File: src/hdl/assert_macros.svh
// Assertion helpers shared by the RTL. Every module that uses them names its
// clock "clock" and its synchronous reset "reset".
`ifndef ASSERT_MACROS_SVH
`define ASSERT_MACROS_SVH

// A property that must hold at every clock edge outside reset.
`define ASSERT_ALWAYS(lbl, prop, msg) \
   lbl: assert property (@(posedge clock) disable iff (reset) prop) else $error(msg);

// A condition that must never be true outside reset.
`define ASSERT_NEVER(lbl, cond, msg) \
   `ASSERT_ALWAYS(lbl, !(cond), msg)

`endif

File: src/hdl/rslp_pkg.sv
package rslp_pkg;

   // Configuration storage layout.
   localparam int COUNT_BITS     = 4;
   localparam int ANGLE_BITS     = 15;
   localparam int CHAN_BITS      = 3;
   localparam int SLOTS_PER_WORD = 4;
   localparam int CSR_DATA_BITS  = 60;
   localparam int CSR_INDEX_BITS = 2;
   localparam int MAP_BITS       = 24;

   // Register indexes of the configuration port.
   localparam logic [CSR_INDEX_BITS-1:0] CSR_SPEAKER_COUNT = 2'd0;
   localparam logic [CSR_INDEX_BITS-1:0] CSR_ANGLES_LO     = 2'd1;
   localparam logic [CSR_INDEX_BITS-1:0] CSR_ANGLES_HI     = 2'd2;
   localparam logic [CSR_INDEX_BITS-1:0] CSR_CHANNEL_MAP   = 2'd3;

   localparam logic [COUNT_BITS-1:0] COUNT_RESET = 4'd2;

   // Angle arithmetic: 1/64 degree units, one full turn is 360 degrees.
   localparam int AZ_BITS   = 16;
   localparam int FULL_TURN = 23040;
   localparam int DIST_BITS = 18;

   // Gain division: right gain = (offset * 2^16 + span) / (2 * span).
   localparam int QUO_BITS = 15;
   localparam int NUM_BITS = 32;
   localparam int DEN_BITS = 17;

   // Q1.15 gains, carried as 17-bit values so that they multiply as signed.
   localparam int GAIN_BITS = 17;
   localparam int FRAC_BITS = 15;
   localparam logic [GAIN_BITS-1:0] GAIN_ONE   = 17'd32768;
   localparam int                   ROUND_HALF = 16384;

   localparam int SAMPLE_FIELD_BITS = 24;

   typedef struct packed {
      logic signed [AZ_BITS-1:0]           azimuth;
      logic signed [SAMPLE_FIELD_BITS-1:0] sample;
      logic                                block_end;
   } req_payload_type;

   typedef struct packed {
      logic [CHAN_BITS-1:0]                first_channel;
      logic signed [SAMPLE_FIELD_BITS-1:0] first_sample;
      logic [CHAN_BITS-1:0]                second_channel;
      logic signed [SAMPLE_FIELD_BITS-1:0] second_sample;
      logic                                second_valid;
      logic                                block_end_out;
   } rsp_payload_type;

   typedef struct packed {
      logic [COUNT_BITS-1:0]    speaker_count;
      logic [CSR_DATA_BITS-1:0] angles_first_four;
      logic [CSR_DATA_BITS-1:0] angles_last_four;
      logic [MAP_BITS-1:0]      output_channel_map;
   } cfg_type;

   // Work item between the locate front end, the divider and the scaler.
   typedef struct packed {
      logic [NUM_BITS-1:0]          num;
      logic [DEN_BITS-1:0]          den;
      logic [QUO_BITS-1:0]          quo;
      logic                         gain_zero;
      logic                         gain_full;
      logic [CHAN_BITS-1:0]         first_channel;
      logic [CHAN_BITS-1:0]         second_channel;
      logic                         second_valid;
      logic [SAMPLE_FIELD_BITS-1:0] sample;
      logic                         block_end;
   } pan_work_type;

endpackage

File: src/hdl/rslp_locate.sv
module rslp_locate import rslp_pkg::*; #(
   parameter int MAX_SPEAKERS = 8
) (
   input  logic            clock,
   input  logic            reset,
   input  cfg_type         cfg,
   input  logic            in_valid,
   output logic            in_stall,
   input  req_payload_type in_data,
   output logic            out_valid,
   input  logic            out_stall,
   output pan_work_type    out_data
);

   localparam int STAGES   = 4;
   localparam int IDX_BITS = $clog2(MAX_SPEAKERS);
   localparam logic [COUNT_BITS-1:0] COUNT_MAX = COUNT_BITS'(MAX_SPEAKERS);
   localparam logic signed [AZ_BITS:0]     TURN_AZ     = (AZ_BITS+1)'(FULL_TURN);
   localparam logic signed [AZ_BITS:0]     TWO_TURN_AZ = (AZ_BITS+1)'(2 * FULL_TURN);
   localparam logic signed [DIST_BITS-1:0] TURN_DIST   = DIST_BITS'(FULL_TURN);

   // Slot angles and channels unpacked from the configuration words.
   logic [ANGLE_BITS-1:0] angle [MAX_SPEAKERS];
   logic [CHAN_BITS-1:0]  chan  [MAX_SPEAKERS];

   for (genvar k = 0; k < MAX_SPEAKERS; k++) begin : g_slot
      if (k < SLOTS_PER_WORD) begin : g_lo
         assign angle[k] = cfg.angles_first_four[ANGLE_BITS*k +: ANGLE_BITS];
      end else begin : g_hi
         assign angle[k] =
            cfg.angles_last_four[ANGLE_BITS*(k-SLOTS_PER_WORD) +: ANGLE_BITS];
      end
      assign chan[k] = cfg.output_channel_map[CHAN_BITS*k +: CHAN_BITS];
   end

   // Speaker count as used: zero acts as one, large values clamp.
   logic [COUNT_BITS-1:0] count_eff;
   logic [IDX_BITS-1:0]   last_idx;
   logic                  single;

   always_comb begin
      if (cfg.speaker_count == '0) begin
         count_eff = COUNT_BITS'(1);
      end else if (cfg.speaker_count > COUNT_MAX) begin
         count_eff = COUNT_MAX;
      end else begin
         count_eff = cfg.speaker_count;
      end
   end

   assign last_idx = IDX_BITS'(count_eff - COUNT_BITS'(1));
   assign single   = (count_eff == COUNT_BITS'(1));

   // Stage advance: a stage moves when there is a bubble at or after it, or when the output is not stalled.
   logic [STAGES-1:0] valid_ff;
   logic [STAGES-1:0] en;

   for (genvar j = 0; j < STAGES; j++) begin : g_en
      assign en[j] = !out_stall || !(&valid_ff[STAGES-1:j]);
   end

   assign in_stall  = !en[0];
   assign out_valid = valid_ff[STAGES-1];

   always_ff @(posedge clock) begin
      if (reset) begin
         valid_ff <= '0;
      end else begin
         if (en[0]) valid_ff[0] <= in_valid;
         for (int j = 1; j < STAGES; j++) begin
            if (en[j]) valid_ff[j] <= valid_ff[j-1];
         end
      end
   end

   // Stage 1: reduce the azimuth into one turn.
   logic signed [AZ_BITS:0] az_wide;
   logic signed [AZ_BITS:0] az_mod;
   logic [ANGLE_BITS-1:0]   s1_az_ff;
   logic [SAMPLE_FIELD_BITS-1:0] s1_sample_ff;
   logic                    s1_end_ff;

   always_comb begin
      az_wide = {in_data.azimuth[AZ_BITS-1], in_data.azimuth};
      priority if (az_wide >= TURN_AZ) begin
         az_mod = az_wide - TURN_AZ;
      end else if (az_wide >= 0) begin
         az_mod = az_wide;
      end else if (az_wide >= -TURN_AZ) begin
         az_mod = az_wide + TURN_AZ;
      end else begin
         az_mod = az_wide + TWO_TURN_AZ;
      end
   end

   always_ff @(posedge clock) begin
      if (en[0]) begin
         s1_az_ff     <= az_mod[ANGLE_BITS-1:0];
         s1_sample_ff <= in_data.sample;
         s1_end_ff    <= in_data.block_end;
      end
   end

   // Stage 2: compare the azimuth against every slot angle.
   logic [MAX_SPEAKERS-1:0] hit;
   logic [MAX_SPEAKERS-1:0] s2_hit_ff;
   logic [ANGLE_BITS-1:0]   s2_az_ff;
   logic                    s2_wrap_ff;
   logic                    s2_ge_last_ff;
   logic [SAMPLE_FIELD_BITS-1:0] s2_sample_ff;
   logic                    s2_end_ff;
   logic                    ge_last;

   assign ge_last = (s1_az_ff >= angle[last_idx]);
   assign hit[0]  = 1'b0;

   // The last slot in use counts as a hit unless it is slot 0, so the search ends there.
   for (genvar k = 1; k < MAX_SPEAKERS; k++) begin : g_hit
      assign hit[k] = (angle[k] > s1_az_ff) || (IDX_BITS'(k) == last_idx);
   end

   always_ff @(posedge clock) begin
      if (en[1]) begin
         s2_hit_ff     <= hit;
         s2_az_ff      <= s1_az_ff;
         s2_wrap_ff    <= ge_last || (s1_az_ff < angle[0]);
         s2_ge_last_ff <= ge_last;
         s2_sample_ff  <= s1_sample_ff;
         s2_end_ff     <= s1_end_ff;
      end
   end

   // Stage 3: pick the speaker pair and form offset and span.
   logic [IDX_BITS-1:0]        right_scan;
   logic [IDX_BITS-1:0]        left_idx;
   logic [IDX_BITS-1:0]        right_idx;
   logic signed [DIST_BITS-1:0] az_d;
   logic signed [DIST_BITS-1:0] left_d;
   logic signed [DIST_BITS-1:0] right_d;
   logic signed [DIST_BITS-1:0] offset;
   logic signed [DIST_BITS-1:0] span;
   logic signed [DIST_BITS-1:0] s3_offset_ff;
   logic signed [DIST_BITS-1:0] s3_span_ff;
   logic                        s3_single_ff;
   logic [CHAN_BITS-1:0]        s3_first_chan_ff;
   logic [CHAN_BITS-1:0]        s3_second_chan_ff;
   logic [SAMPLE_FIELD_BITS-1:0] s3_sample_ff;
   logic                        s3_end_ff;

   always_comb begin
      right_scan = last_idx;
      for (int i = MAX_SPEAKERS - 1; i >= 1; i--) begin
         if (s2_hit_ff[i]) right_scan = IDX_BITS'(i);
      end
      if (s2_wrap_ff) begin
         left_idx  = last_idx;
         right_idx = '0;
      end else begin
         left_idx  = right_scan - IDX_BITS'(1);
         right_idx = right_scan;
      end
      az_d    = DIST_BITS'(s2_az_ff);
      left_d  = DIST_BITS'(angle[left_idx]);
      right_d = DIST_BITS'(angle[right_idx]);
      if (s2_wrap_ff) begin
         span = right_d + TURN_DIST - left_d;
         if (s2_ge_last_ff) begin
            offset = az_d - left_d;
         end else begin
            offset = az_d + TURN_DIST - left_d;
         end
      end else begin
         span   = right_d - left_d;
         offset = az_d - left_d;
      end
   end

   always_ff @(posedge clock) begin
      if (en[2]) begin
         s3_offset_ff      <= offset;
         s3_span_ff        <= span;
         s3_single_ff      <= single;
         s3_first_chan_ff  <= single ? chan[0] : chan[left_idx];
         s3_second_chan_ff <= single ? '0 : chan[right_idx];
         s3_sample_ff      <= s2_sample_ff;
         s3_end_ff         <= s2_end_ff;
      end
   end

   // Stage 4: settle the saturated gain cases and set up the division.
   logic         gain_zero;
   logic         gain_full;
   pan_work_type work_in;
   pan_work_type work_ff;

   always_comb begin
      gain_zero = s3_single_ff || (s3_span_ff <= 0) || (s3_offset_ff <= 0);
      gain_full = !gain_zero && (s3_offset_ff >= s3_span_ff);
      work_in.quo            = '0;
      work_in.gain_zero      = gain_zero;
      work_in.gain_full      = gain_full;
      work_in.first_channel  = s3_first_chan_ff;
      work_in.second_channel = s3_second_chan_ff;
      work_in.second_valid   = !s3_single_ff;
      work_in.sample         = s3_sample_ff;
      work_in.block_end      = s3_end_ff;
      work_in.den            = {s3_span_ff[DEN_BITS-2:0], 1'b0};
      if (gain_zero || gain_full) begin
         work_in.num = '0;
      end else begin
         work_in.num = {s3_offset_ff[DEN_BITS-2:0], {(NUM_BITS-DEN_BITS+1){1'b0}}}
                     + NUM_BITS'(s3_span_ff[DEN_BITS-2:0]);
      end
   end

   always_ff @(posedge clock) begin
      if (en[3]) work_ff <= work_in;
   end

   assign out_data = work_ff;

endmodule

File: src/hdl/rslp_divider.sv
`include "assert_macros.svh"

module rslp_divider import rslp_pkg::*; (
   input  logic         clock,
   input  logic         reset,
   input  logic         in_valid,
   output logic         in_stall,
   input  pan_work_type in_data,
   output logic         out_valid,
   input  logic         out_stall,
   output pan_work_type out_data
);

   // One restoring division step per stage, most significant quotient bit first.
   localparam int STAGES = QUO_BITS;

   pan_work_type      work_ff [STAGES];
   logic [STAGES-1:0] valid_ff;
   logic [STAGES-1:0] en;

   for (genvar j = 0; j < STAGES; j++) begin : g_stage
      localparam int BIT = STAGES - 1 - j;

      pan_work_type        stage_in;
      pan_work_type        stage_out;
      logic                stage_valid;
      logic [NUM_BITS-1:0] trial;

      if (j == 0) begin : g_head
         assign stage_in    = in_data;
         assign stage_valid = in_valid;
      end else begin : g_body
         assign stage_in    = work_ff[j-1];
         assign stage_valid = valid_ff[j-1];
      end

      // A stage moves when there is a bubble at or after it, or when the output is not stalled.
      assign en[j] = !out_stall || !(&valid_ff[STAGES-1:j]);
      assign trial = NUM_BITS'(stage_in.den) << BIT;

      // Subtract the shifted divisor where it fits and record the bit.
      always_comb begin
         stage_out = stage_in;
         if (stage_in.num >= trial) begin
            stage_out.num      = stage_in.num - trial;
            stage_out.quo[BIT] = 1'b1;
         end
      end

      always_ff @(posedge clock) begin
         if (reset) begin
            valid_ff[j] <= 1'b0;
         end else if (en[j]) begin
            valid_ff[j] <= stage_valid;
         end
      end

      always_ff @(posedge clock) begin
         if (en[j]) work_ff[j] <= stage_out;
      end
   end

   assign in_stall  = !en[0];
   assign out_valid = valid_ff[STAGES-1];
   assign out_data  = work_ff[STAGES-1];

   `ASSERT_ALWAYS(a_div_enter, in_valid && !in_stall |=> valid_ff[0],
      "accepted transfer did not enter the divider")
   `ASSERT_NEVER(a_div_den_zero,
      valid_ff[0] && !work_ff[0].gain_zero && !work_ff[0].gain_full && work_ff[0].den == '0,
      "divider started with a zero divisor")
   `ASSERT_ALWAYS(a_div_rem,
      out_valid && !out_data.gain_zero && !out_data.gain_full |-> out_data.num < NUM_BITS'(out_data.den),
      "final remainder not below the divisor")

endmodule

File: src/hdl/rslp_scale.sv
module rslp_scale import rslp_pkg::*; #(
   parameter int SAMPLE_BITS = 24
) (
   input  logic            clock,
   input  logic            reset,
   input  logic            in_valid,
   output logic            in_stall,
   input  pan_work_type    in_data,
   output logic            out_valid,
   input  logic            out_stall,
   output rsp_payload_type out_data
);

   localparam int STAGES    = 3;
   localparam int PROD_BITS = SAMPLE_BITS + GAIN_BITS;
   localparam int Q_BITS    = PROD_BITS - FRAC_BITS;
   localparam logic signed [SAMPLE_BITS-1:0] SAT_MAX = {1'b0, {(SAMPLE_BITS-1){1'b1}}};
   localparam logic signed [SAMPLE_BITS-1:0] SAT_MIN = {1'b1, {(SAMPLE_BITS-1){1'b0}}};
   localparam logic signed [PROD_BITS-1:0]   HALF    = PROD_BITS'(ROUND_HALF);

   // Stage advance: a stage moves when there is a bubble at or after it, or when the output is not stalled.
   logic [STAGES-1:0] valid_ff;
   logic [STAGES-1:0] en;

   for (genvar j = 0; j < STAGES; j++) begin : g_en
      assign en[j] = !out_stall || !(&valid_ff[STAGES-1:j]);
   end

   assign in_stall  = !en[0];
   assign out_valid = valid_ff[STAGES-1];

   always_ff @(posedge clock) begin
      if (reset) begin
         valid_ff <= '0;
      end else begin
         if (en[0]) valid_ff[0] <= in_valid;
         for (int j = 1; j < STAGES; j++) begin
            if (en[j]) valid_ff[j] <= valid_ff[j-1];
         end
      end
   end

   // Stage 1: pick the gains and bring the sample to its working width.
   logic [SAMPLE_BITS+SAMPLE_FIELD_BITS-1:0] sample_pad;
   logic [GAIN_BITS-1:0]          gain_right;
   logic signed [SAMPLE_BITS-1:0] s1_sample_ff;
   logic [GAIN_BITS-1:0]          s1_gain_l_ff;
   logic [GAIN_BITS-1:0]          s1_gain_r_ff;
   logic [CHAN_BITS-1:0]          s1_first_chan_ff;
   logic [CHAN_BITS-1:0]          s1_second_chan_ff;
   logic                          s1_second_valid_ff;
   logic                          s1_end_ff;

   assign sample_pad = {{SAMPLE_BITS{1'b0}}, in_data.sample};

   always_comb begin
      priority if (in_data.gain_zero) begin
         gain_right = '0;
      end else if (in_data.gain_full) begin
         gain_right = GAIN_ONE;
      end else begin
         gain_right = GAIN_BITS'(in_data.quo);
      end
   end

   always_ff @(posedge clock) begin
      if (en[0]) begin
         s1_sample_ff       <= signed'(sample_pad[SAMPLE_BITS-1:0]);
         s1_gain_l_ff       <= GAIN_ONE - gain_right;
         s1_gain_r_ff       <= gain_right;
         s1_first_chan_ff   <= in_data.first_channel;
         s1_second_chan_ff  <= in_data.second_channel;
         s1_second_valid_ff <= in_data.second_valid;
         s1_end_ff          <= in_data.block_end;
      end
   end

   // Stage 2: both gain products.
   logic signed [PROD_BITS-1:0] prod_l;
   logic signed [PROD_BITS-1:0] prod_r;
   logic signed [PROD_BITS-1:0] s2_prod_l_ff;
   logic signed [PROD_BITS-1:0] s2_prod_r_ff;
   logic [CHAN_BITS-1:0]        s2_first_chan_ff;
   logic [CHAN_BITS-1:0]        s2_second_chan_ff;
   logic                        s2_second_valid_ff;
   logic                        s2_end_ff;

   assign prod_l = s1_sample_ff * signed'(s1_gain_l_ff);
   assign prod_r = s1_sample_ff * signed'(s1_gain_r_ff);

   always_ff @(posedge clock) begin
      if (en[1]) begin
         s2_prod_l_ff       <= prod_l;
         s2_prod_r_ff       <= prod_r;
         s2_first_chan_ff   <= s1_first_chan_ff;
         s2_second_chan_ff  <= s1_second_chan_ff;
         s2_second_valid_ff <= s1_second_valid_ff;
         s2_end_ff          <= s1_end_ff;
      end
   end

   // Stage 3: round to nearest (floor after adding one half), then saturate.
   logic signed [PROD_BITS-1:0]   round_l;
   logic signed [PROD_BITS-1:0]   round_r;
   logic signed [SAMPLE_BITS-1:0] sat_l;
   logic signed [SAMPLE_BITS-1:0] sat_r;
   logic [SAMPLE_BITS+SAMPLE_FIELD_BITS-1:0] out_pad_l;
   logic [SAMPLE_BITS+SAMPLE_FIELD_BITS-1:0] out_pad_r;
   rsp_payload_type out_in;
   rsp_payload_type out_ff;

   function automatic logic signed [SAMPLE_BITS-1:0] saturate(
      input logic signed [PROD_BITS-1:0] x
   );
      logic [Q_BITS-1:0] q;
      logic [2:0]        top;
      q   = x[PROD_BITS-1:FRAC_BITS];
      top = q[Q_BITS-1:SAMPLE_BITS-1];
      if (top == 3'b000 || top == 3'b111) begin
         return signed'(q[SAMPLE_BITS-1:0]);
      end else if (q[Q_BITS-1]) begin
         return SAT_MIN;
      end else begin
         return SAT_MAX;
      end
   endfunction

   always_comb begin
      round_l   = s2_prod_l_ff + HALF;
      round_r   = s2_prod_r_ff + HALF;
      sat_l     = saturate(round_l);
      sat_r     = saturate(round_r);
      out_pad_l = {{SAMPLE_FIELD_BITS{1'b0}}, sat_l};
      out_pad_r = {{SAMPLE_FIELD_BITS{1'b0}}, sat_r};
      out_in.first_channel  = s2_first_chan_ff;
      out_in.first_sample   = signed'(out_pad_l[SAMPLE_FIELD_BITS-1:0]);
      out_in.second_channel = s2_second_chan_ff;
      out_in.second_sample  = signed'(out_pad_r[SAMPLE_FIELD_BITS-1:0]);
      out_in.second_valid   = s2_second_valid_ff;
      out_in.block_end_out  = s2_end_ff;
   end

   always_ff @(posedge clock) begin
      if (en[2]) out_ff <= out_in;
   end

   assign out_data = out_ff;

endmodule

File: src/hdl/ring_speaker_linear_pan.sv
// Pipeline: 4 locate stages, 15 divider stages at one quotient bit each and 3 scale
// stages lie between an accepted request and its response.
// Throughput: one transfer per cycle; a stalled response holds the pipeline
// only once every stage is full.
// Reset clears all valid bits and sets the speaker count to 2, all angles and
// the channel map to 0.
`include "assert_macros.svh"

module ring_speaker_linear_pan import rslp_pkg::*; #(
   parameter int MAX_SPEAKERS = 8,
   parameter int SAMPLE_BITS  = 24
) (
   input  logic                      clock,
   input  logic                      reset,
   input  logic                      req_valid,
   output logic                      req_stall,
   input  req_payload_type           req_payload,
   output logic                      rsp_valid,
   input  logic                      rsp_stall,
   output rsp_payload_type           rsp_payload,
   input  logic                      csr_write_en,
   input  logic [CSR_INDEX_BITS-1:0] csr_index,
   input  logic [CSR_DATA_BITS-1:0]  csr_wdata
);

   // Configuration registers.
   cfg_type cfg_ff;
   cfg_type cfg_in;

   always_comb begin
      cfg_in = cfg_ff;
      if (csr_write_en) begin
         unique case (csr_index)
            CSR_SPEAKER_COUNT: cfg_in.speaker_count      = csr_wdata[COUNT_BITS-1:0];
            CSR_ANGLES_LO:     cfg_in.angles_first_four  = csr_wdata;
            CSR_ANGLES_HI:     cfg_in.angles_last_four   = csr_wdata;
            CSR_CHANNEL_MAP:   cfg_in.output_channel_map = csr_wdata[MAP_BITS-1:0];
            default:           cfg_in = cfg_ff;
         endcase
      end
   end

   always_ff @(posedge clock) begin
      if (reset) begin
         cfg_ff <= '{speaker_count: COUNT_RESET, default: '0};
      end else begin
         cfg_ff <= cfg_in;
      end
   end

   // Pipeline: speaker pair search, gain division, gain products.
   logic         loc_valid;
   logic         loc_stall;
   pan_work_type loc_work;
   logic         div_valid;
   logic         div_stall;
   pan_work_type div_work;

   rslp_locate #(
      .MAX_SPEAKERS (MAX_SPEAKERS)
   ) u_locate (
      .clock     (clock),
      .reset     (reset),
      .cfg       (cfg_ff),
      .in_valid  (req_valid),
      .in_stall  (req_stall),
      .in_data   (req_payload),
      .out_valid (loc_valid),
      .out_stall (loc_stall),
      .out_data  (loc_work)
   );

   rslp_divider u_divider (
      .clock     (clock),
      .reset     (reset),
      .in_valid  (loc_valid),
      .in_stall  (loc_stall),
      .in_data   (loc_work),
      .out_valid (div_valid),
      .out_stall (div_stall),
      .out_data  (div_work)
   );

   rslp_scale #(
      .SAMPLE_BITS (SAMPLE_BITS)
   ) u_scale (
      .clock     (clock),
      .reset     (reset),
      .in_valid  (div_valid),
      .in_stall  (div_stall),
      .in_data   (div_work),
      .out_valid (rsp_valid),
      .out_stall (rsp_stall),
      .out_data  (rsp_payload)
   );

   `ASSERT_ALWAYS(a_single_quiet,
      rsp_valid && !rsp_payload.second_valid |-> rsp_payload.second_sample == '0 && rsp_payload.second_channel == '0,
      "single speaker transfer drives the second speaker")
   `ASSERT_ALWAYS(a_stall_only_full, req_stall |-> rsp_valid && rsp_stall,
      "request stalled while the response side can move")
   `ASSERT_ALWAYS(a_count_reset, $past(reset) |-> cfg_ff.speaker_count == COUNT_RESET,
      "speaker count not at its reset value after reset")

endmodule

File: config.mk
export PLATFORM = sky130hd
export DESIGN_NAME = ring_speaker_linear_pan
export DESIGN_NICKNAME = d
export VERILOG_FILES = /design/src/hdl/rslp_pkg.sv /design/src/hdl/rslp_locate.sv /design/src/hdl/rslp_divider.sv /design/src/hdl/rslp_scale.sv /design/src/hdl/ring_speaker_linear_pan.sv
export VERILOG_INCLUDE_DIRS = /design/src /design/src/hdl
export SDC_FILE = /design/constraint.sdc
export NUM_CORES = 2
export LEC_CHECK = 0
export BUFFER_PORTS_ARGS = -buffer_cell sky130_fd_sc_hd__buf_4
export CORE_ASPECT_RATIO = 0.7
export CORE_UTILIZATION = 35
export DETAILED_ROUTE_END_ITERATION = 8
export GPL_TIMING_DRIVEN = 0
export PLACE_DENSITY = 0.55
export SYNTH_ARGS = -nofsm -noshare
export SYNTH_HDL_FRONTEND = slang
export SYNTH_HIERARCHICAL = 1
export SYNTH_SLANG_ARGS = --single-unit
export TNS_END_PERCENT = 100
File: constraint.sdc
create_clock -name clock -period 42 [get_ports clock]
set_clock_uncertainty 0.2 [all_clocks]
set_input_delay 8.4 -clock clock [delete_from_list [all_inputs] [get_ports clock]]
set_output_delay 8.4 -clock clock [all_outputs]
set_load 0.05 [all_outputs]
# ---- Yosys cells after proc, flatten, opt, wreduce, memory -nomap -nowiden
# Memories as Yosys holds them, arrays and structs flattened.
# Index checks and enable logic that the tools add are counted.
dict set report op_classes {
  add_sub_neg 30
  n_mul 2
  n_lt_le_gt_ge 34
  n_eq_ne 13
  mux 99
  bitwise 3
  n_reduce_logical 89
}
# cell n
set op_table {}
lappend op_table {{$mux 32} 15}
lappend op_table {{$bmux 15 s3} 3}
lappend op_table {{$mux 15} 9}
lappend op_table {{$gt 15x15->1} 7}
lappend op_table {{$mux 24} 4}
lappend op_table {{$add 41x16->41 const B} 2}
lappend op_table {{$mul 24x17->41} 2}
lappend op_table {{$mux 18} 3}
lappend op_table {{$mux 1} 45}
lappend op_table {{$mux 3} 14}
lappend op_table {{$le 18x1->1 const B} 2}
lappend op_table {{$sub 18x16->18} 2}
lappend op_table {{$logic_or 1x1->1} 35}
lappend op_table {{$add 15x15->16 const B} 2}
lappend op_table {{$add 32x16->32} 1}
lappend op_table {{$ge 16x16->1 const B} 2}
lappend op_table {{$ge 32x17->1} 1}
lappend op_table {{$ge 32x18->1} 1}
lappend op_table {{$ge 32x19->1} 1}
lappend op_table {{$ge 32x20->1} 1}
lappend op_table {{$ge 32x21->1} 1}
lappend op_table {{$ge 32x22->1} 1}
lappend op_table {{$ge 32x23->1} 1}
lappend op_table {{$ge 32x24->1} 1}
lappend op_table {{64 further kinds} 114}
dict set report word_totals {
  register_bits 621
  mem_bits_rw 1470
  in_bits 108
  output_inout_bits 58
  word_cells 341
  memories 1
}
# memory words width rd rd_ports_with_merged_regs write_ports line_no
set memory_table {}
lappend memory_table {u_divider.work_ff 15 98 15 0 15 rslp_divider.sv:17} ;# pan_work_type work_ff [STAGES];

# ---- Depth between registers and ports, before layout
dict set report logic_depth {
  word_depth 20
  depth_mapped 31
  ltp_nobuf 26
}

# ---- Hierarchy
# Netlist, hierarchy kept.
# mod instances cells_per_inst area_per_inst_um2 seq_area_each_um2
set by_module_without_submodules {}
lappend by_module_without_submodules {rslp_divider 1 4458 63982.6 44442.6}
lappend by_module_without_submodules {rslp_scale 1 3551 34774.6 5525.3}
lappend by_module_without_submodules {rslp_locate 1 1863 18866.8 7196.9}
lappend by_module_without_submodules {ring_speaker_linear_pan 1 550 6018.3 2962.8}

# ---- Worst setup path before layout
# Ideal clock, no wire load.
dict set report synth_path {
  path_kind {input -> output}
  from {in rsp_stall}
  to {out req_stall}
  arrival_time_ps 21103
  required_ps 33400
  path_slack_ps 12297
  cell_stages 14
  n_path_buf 0
  path_cell_list {and3_1 -> nand2_1 -> inv_1 -> nand2_1 -> nor2_1 -> and2_1 -> nand3_1 -> nor2_1 -> and3_1 -> nand3_1 -> inv_1 -> and3_1 -> nand3_1 -> inv_1}
}
dict set report synth_between {
  elab_chain_cells 5
}
# item line_no
set synth_rtl {}
lappend synth_rtl {{from (decl)} ring_speaker_linear_pan.sv:19} ;# input logic rsp_stall,
lappend synth_rtl {{$logic_not 1->1} rslp_scale.sv:26} ;# assign en[j] = !out_stall || !(&valid_ff[STAGES-1:j]);
lappend synth_rtl {{$logic_or 1x1->1} rslp_scale.sv:26}
lappend synth_rtl {{$logic_or 1x1->1} rslp_divider.sv:38} ;# assign en[j] = !out_stall || !(&valid_ff[STAGES-1:j]);
lappend synth_rtl {{$logic_or 1x1->1} rslp_locate.sv:59} ;# assign en[j] = !out_stall || !(&valid_ff[STAGES-1:j]);
lappend synth_rtl {{$logic_not 1->1} rslp_locate.sv:62} ;# assign in_stall = !en[0];
lappend synth_rtl {{to (decl)} ring_speaker_linear_pan.sv:16} ;# output logic req_stall,
# No other way between the ends.

# ---- Final worst setup path
# Ends and elaborated chain as after synthesis.

==> results.json <==
{
  "antenna_found_initial": 17,
  "clkTransAtPathRegs_ns": 0.07,
  "min_period_ns": 23.59,
  "yosysWarningCount": 6,
  "clock_sinks": 2010,
  "syn_area_um2": 121000,
  "critPathMaxFanout": 60,
  "dr.pass1.iters": 9,
  "clkLatencyLatePin_ns": 0.88,
  "post_synth.cell_area_avg_um2": 11.8,
  "critical_path.max_stage_delay_ns": 0.73,
  "reg2reg_depth": 28,
  "gp_congestion": 0.939,
  "r2r_slack_ns": 31.74,
  "fin_util_pct": 39.5,
  "instances_no_fill": 15400,
  "crit_chain": "buf_4 -> and3_1 -> nand2_4 -> inv_1 -> nand2_4 -> nor2_1 -> and2_1 -> nand3_4 -> nor2_1 -> and3_1 -> nand3_4 -> inv_1 -> and3_1 -> nand3_2 -> buf_12 -> inv_1 -> buf_4",
  "syn_to_final_growth_pct": 12.1,
  "worst_slew_pin_slew_ns": 1.47,
  "grtUsageTotal_pct": 20.0,
  "status": "finished, violations left",
  "wl_per_cell_um": 23.0,
  "relSlewSlack_pct": 0.499,
  "synth_cells": 10200,
  "cp-startpoint": "rsp_stall",
  "worstHoldPathType": "reg2reg",
  "post_cts_resized": 0,
  "critPathSlowestCell": "nand3_4",
  "r2r-end": "u_locate/s3_span_ff[13]",
  "fmax_mhz": 42.4,
  "grt_pass1_vias": 79900,
  "fin_setup_tns_ns": 0,
  "fillCellCount": 32700,
  "start_util_pct": 35.2,
  "postCtsHoldBufs": 0,
  "cts-root-buf": "clkbuf_16",
  "drc": 0,
  "cts_buffers": 204,
  "critPathLaunchType": "input pin",
  "cp-endpoint": "req_stall",
  "ant_nets": 0,
  "dp_hpwl_um": 278000,
  "hold_start": "u_divider/work_ff[1][435]",
  "fin_crit_sh_pct": 56.2,
  "drt_iter0_markers": 7211,
  "rsz0062_at_grt": "no",
  "finalSetupViolations": 0,
  "cts_tree": "yes",
  "rr_startpoint": "cfg_ff[145]",
  "criticalPathCategory": "in2out",
  "cts_buffer_depth": 4,
  "dp.cells": 15000,
  "dieArea_um2": 349000,
  "crit_required_ns": 33.40,
  "grt_overflow": 0,
  "violations": "max-capacitance violations",
  "crit_arrival_ns": 14.99,
  "wl_um": 354000,
  "drv_slew": 0,
  "die_x_um": 705,
  "die_h_um": 494,
  "io_buffer_count": 163,
  "num_vias": 79500,
  "htreeDepth": 4,
  "drive_gt1_share_pct": 7.25,
  "grt_max_degree": 74,
  "viasPerCell": 5.17,
  "hold_viol": 0,
  "critPathCaptureType": "output port",
  "finalNetCount": 12200,
  "rows": 180,
  "cts_setup_buffers": 0,
  "grt_first_pass_wirelength_um": 526000,
  "fp.coreArea_um2": 344000,
  "ios": 166,
  "drv_cap": 1
}
## critical path: cells and delay by family
kind,cells,cell delay [ns]
buffers and inverters,6,1.30
AND/OR/NAND/NOR,11,5.18
## per-layer routing
layer	up-vias	wire (µm)	track usage [%]	share of wire, %
met3	402	27800	4.01	7.9
met4	0	7390	4.18	2.1
met1	40000	175000	31.2	50
li1	36300	-	-	-
met2	2884	143000	28.4	40
met5	-	0	0	0
## registers in the layout (all words and copies together), names as in the netlist, 15 cells and up
signal,count
u_locate/s1_sample_ff,24
u_scale/out_data,56
u_scale/s1_gain_l_ff,17
u_locate/s2_az_ff,15
u_locate/s2_sample_ff,24
u_locate/s3_sample_ff,24
u_locate/s1_az_ff,15
cfg_ff,148
u_divider/work_ff,1421
u_locate/out_data,82
u_scale/s2_prod_l_ff,27
u_locate/s3_span_ff,17
u_locate/s3_offset_ff,17
u_scale/s1_sample_ff,24
u_scale/s2_prod_r_ff,27
u_scale/s1_gain_r_ff,15
## worst min path at each step
stage	end	cells after the start
after floorplan	u_divider/work_ff[0][0]	0
after global placement	u_divider/work_ff[0][138]	0
after detailed placement	u_divider/work_ff[0][116]	0
after CTS	u_divider/work_ff[1][533]	0
after global routing	u_divider/work_ff[1][533]	0
final	u_divider/work_ff[1][533]	0
## per-stage QoR
step / setup slack, ns / cell area [µm²] / hold slack (ns)
CTS: 18.19 / 136000 / 0.149
global route: 17.80 / 136000 / 0.154
floorplan: 13.31 / 121000 / 0.200
global placement: 6.84 / 128000 / 0.200
finish: 18.41 / 136000 / 0.154
detailed placement: 18.21 / 129000 / 0.205
## cell usage in the layout (no fill, tap or decap), types with 39 or more instances in the layout
cell          n
nand2_1     900
and2_1      312
mux2_2       78
xnor2_1     253
or3_1        48
xor2_1      204
nor3_1      114
and3_1       72
nand2b_1    294
nor2b_1      85
nand4_1      80
clkbuf_1    320
a21oi_1     425
nor4_1       81
o31ai_1      47
mux2i_1     193
inv_1      1389
o21a_1       55
dfxtp_1     170
a31oi_1      63
clkbuf_16   206
nand3_1     166
o21bai_1     39
fa_1        805
nor2_1      391
o21ai_0     284
buf_4       186
edfxtp_1   1840
a211oi_1    102
ha_1        672
a21o_1      177
## cell type report
class | instances | area [µm²] | area share, %
clock buffers | 240 | 5320 | 3.92
well taps | 4550 | 5690 | 4.19
flip-flops and latches | 2010 | 58700 | 43.2
diodes | 9 | 22.5 | 0.0166
inverters | 1398 | 5270 | 3.87
clock inverters | 129 | 1560 | 1.15
repair buffers | 187 | 1850 | 1.36
plain buffers | 363 | 1570 | 1.15
multi-input cells | 6492 | 56000 | 41.2
Power is not shown: default switching activity piles up to over one toggle a cycle in this logic, so the estimate is an artifact.
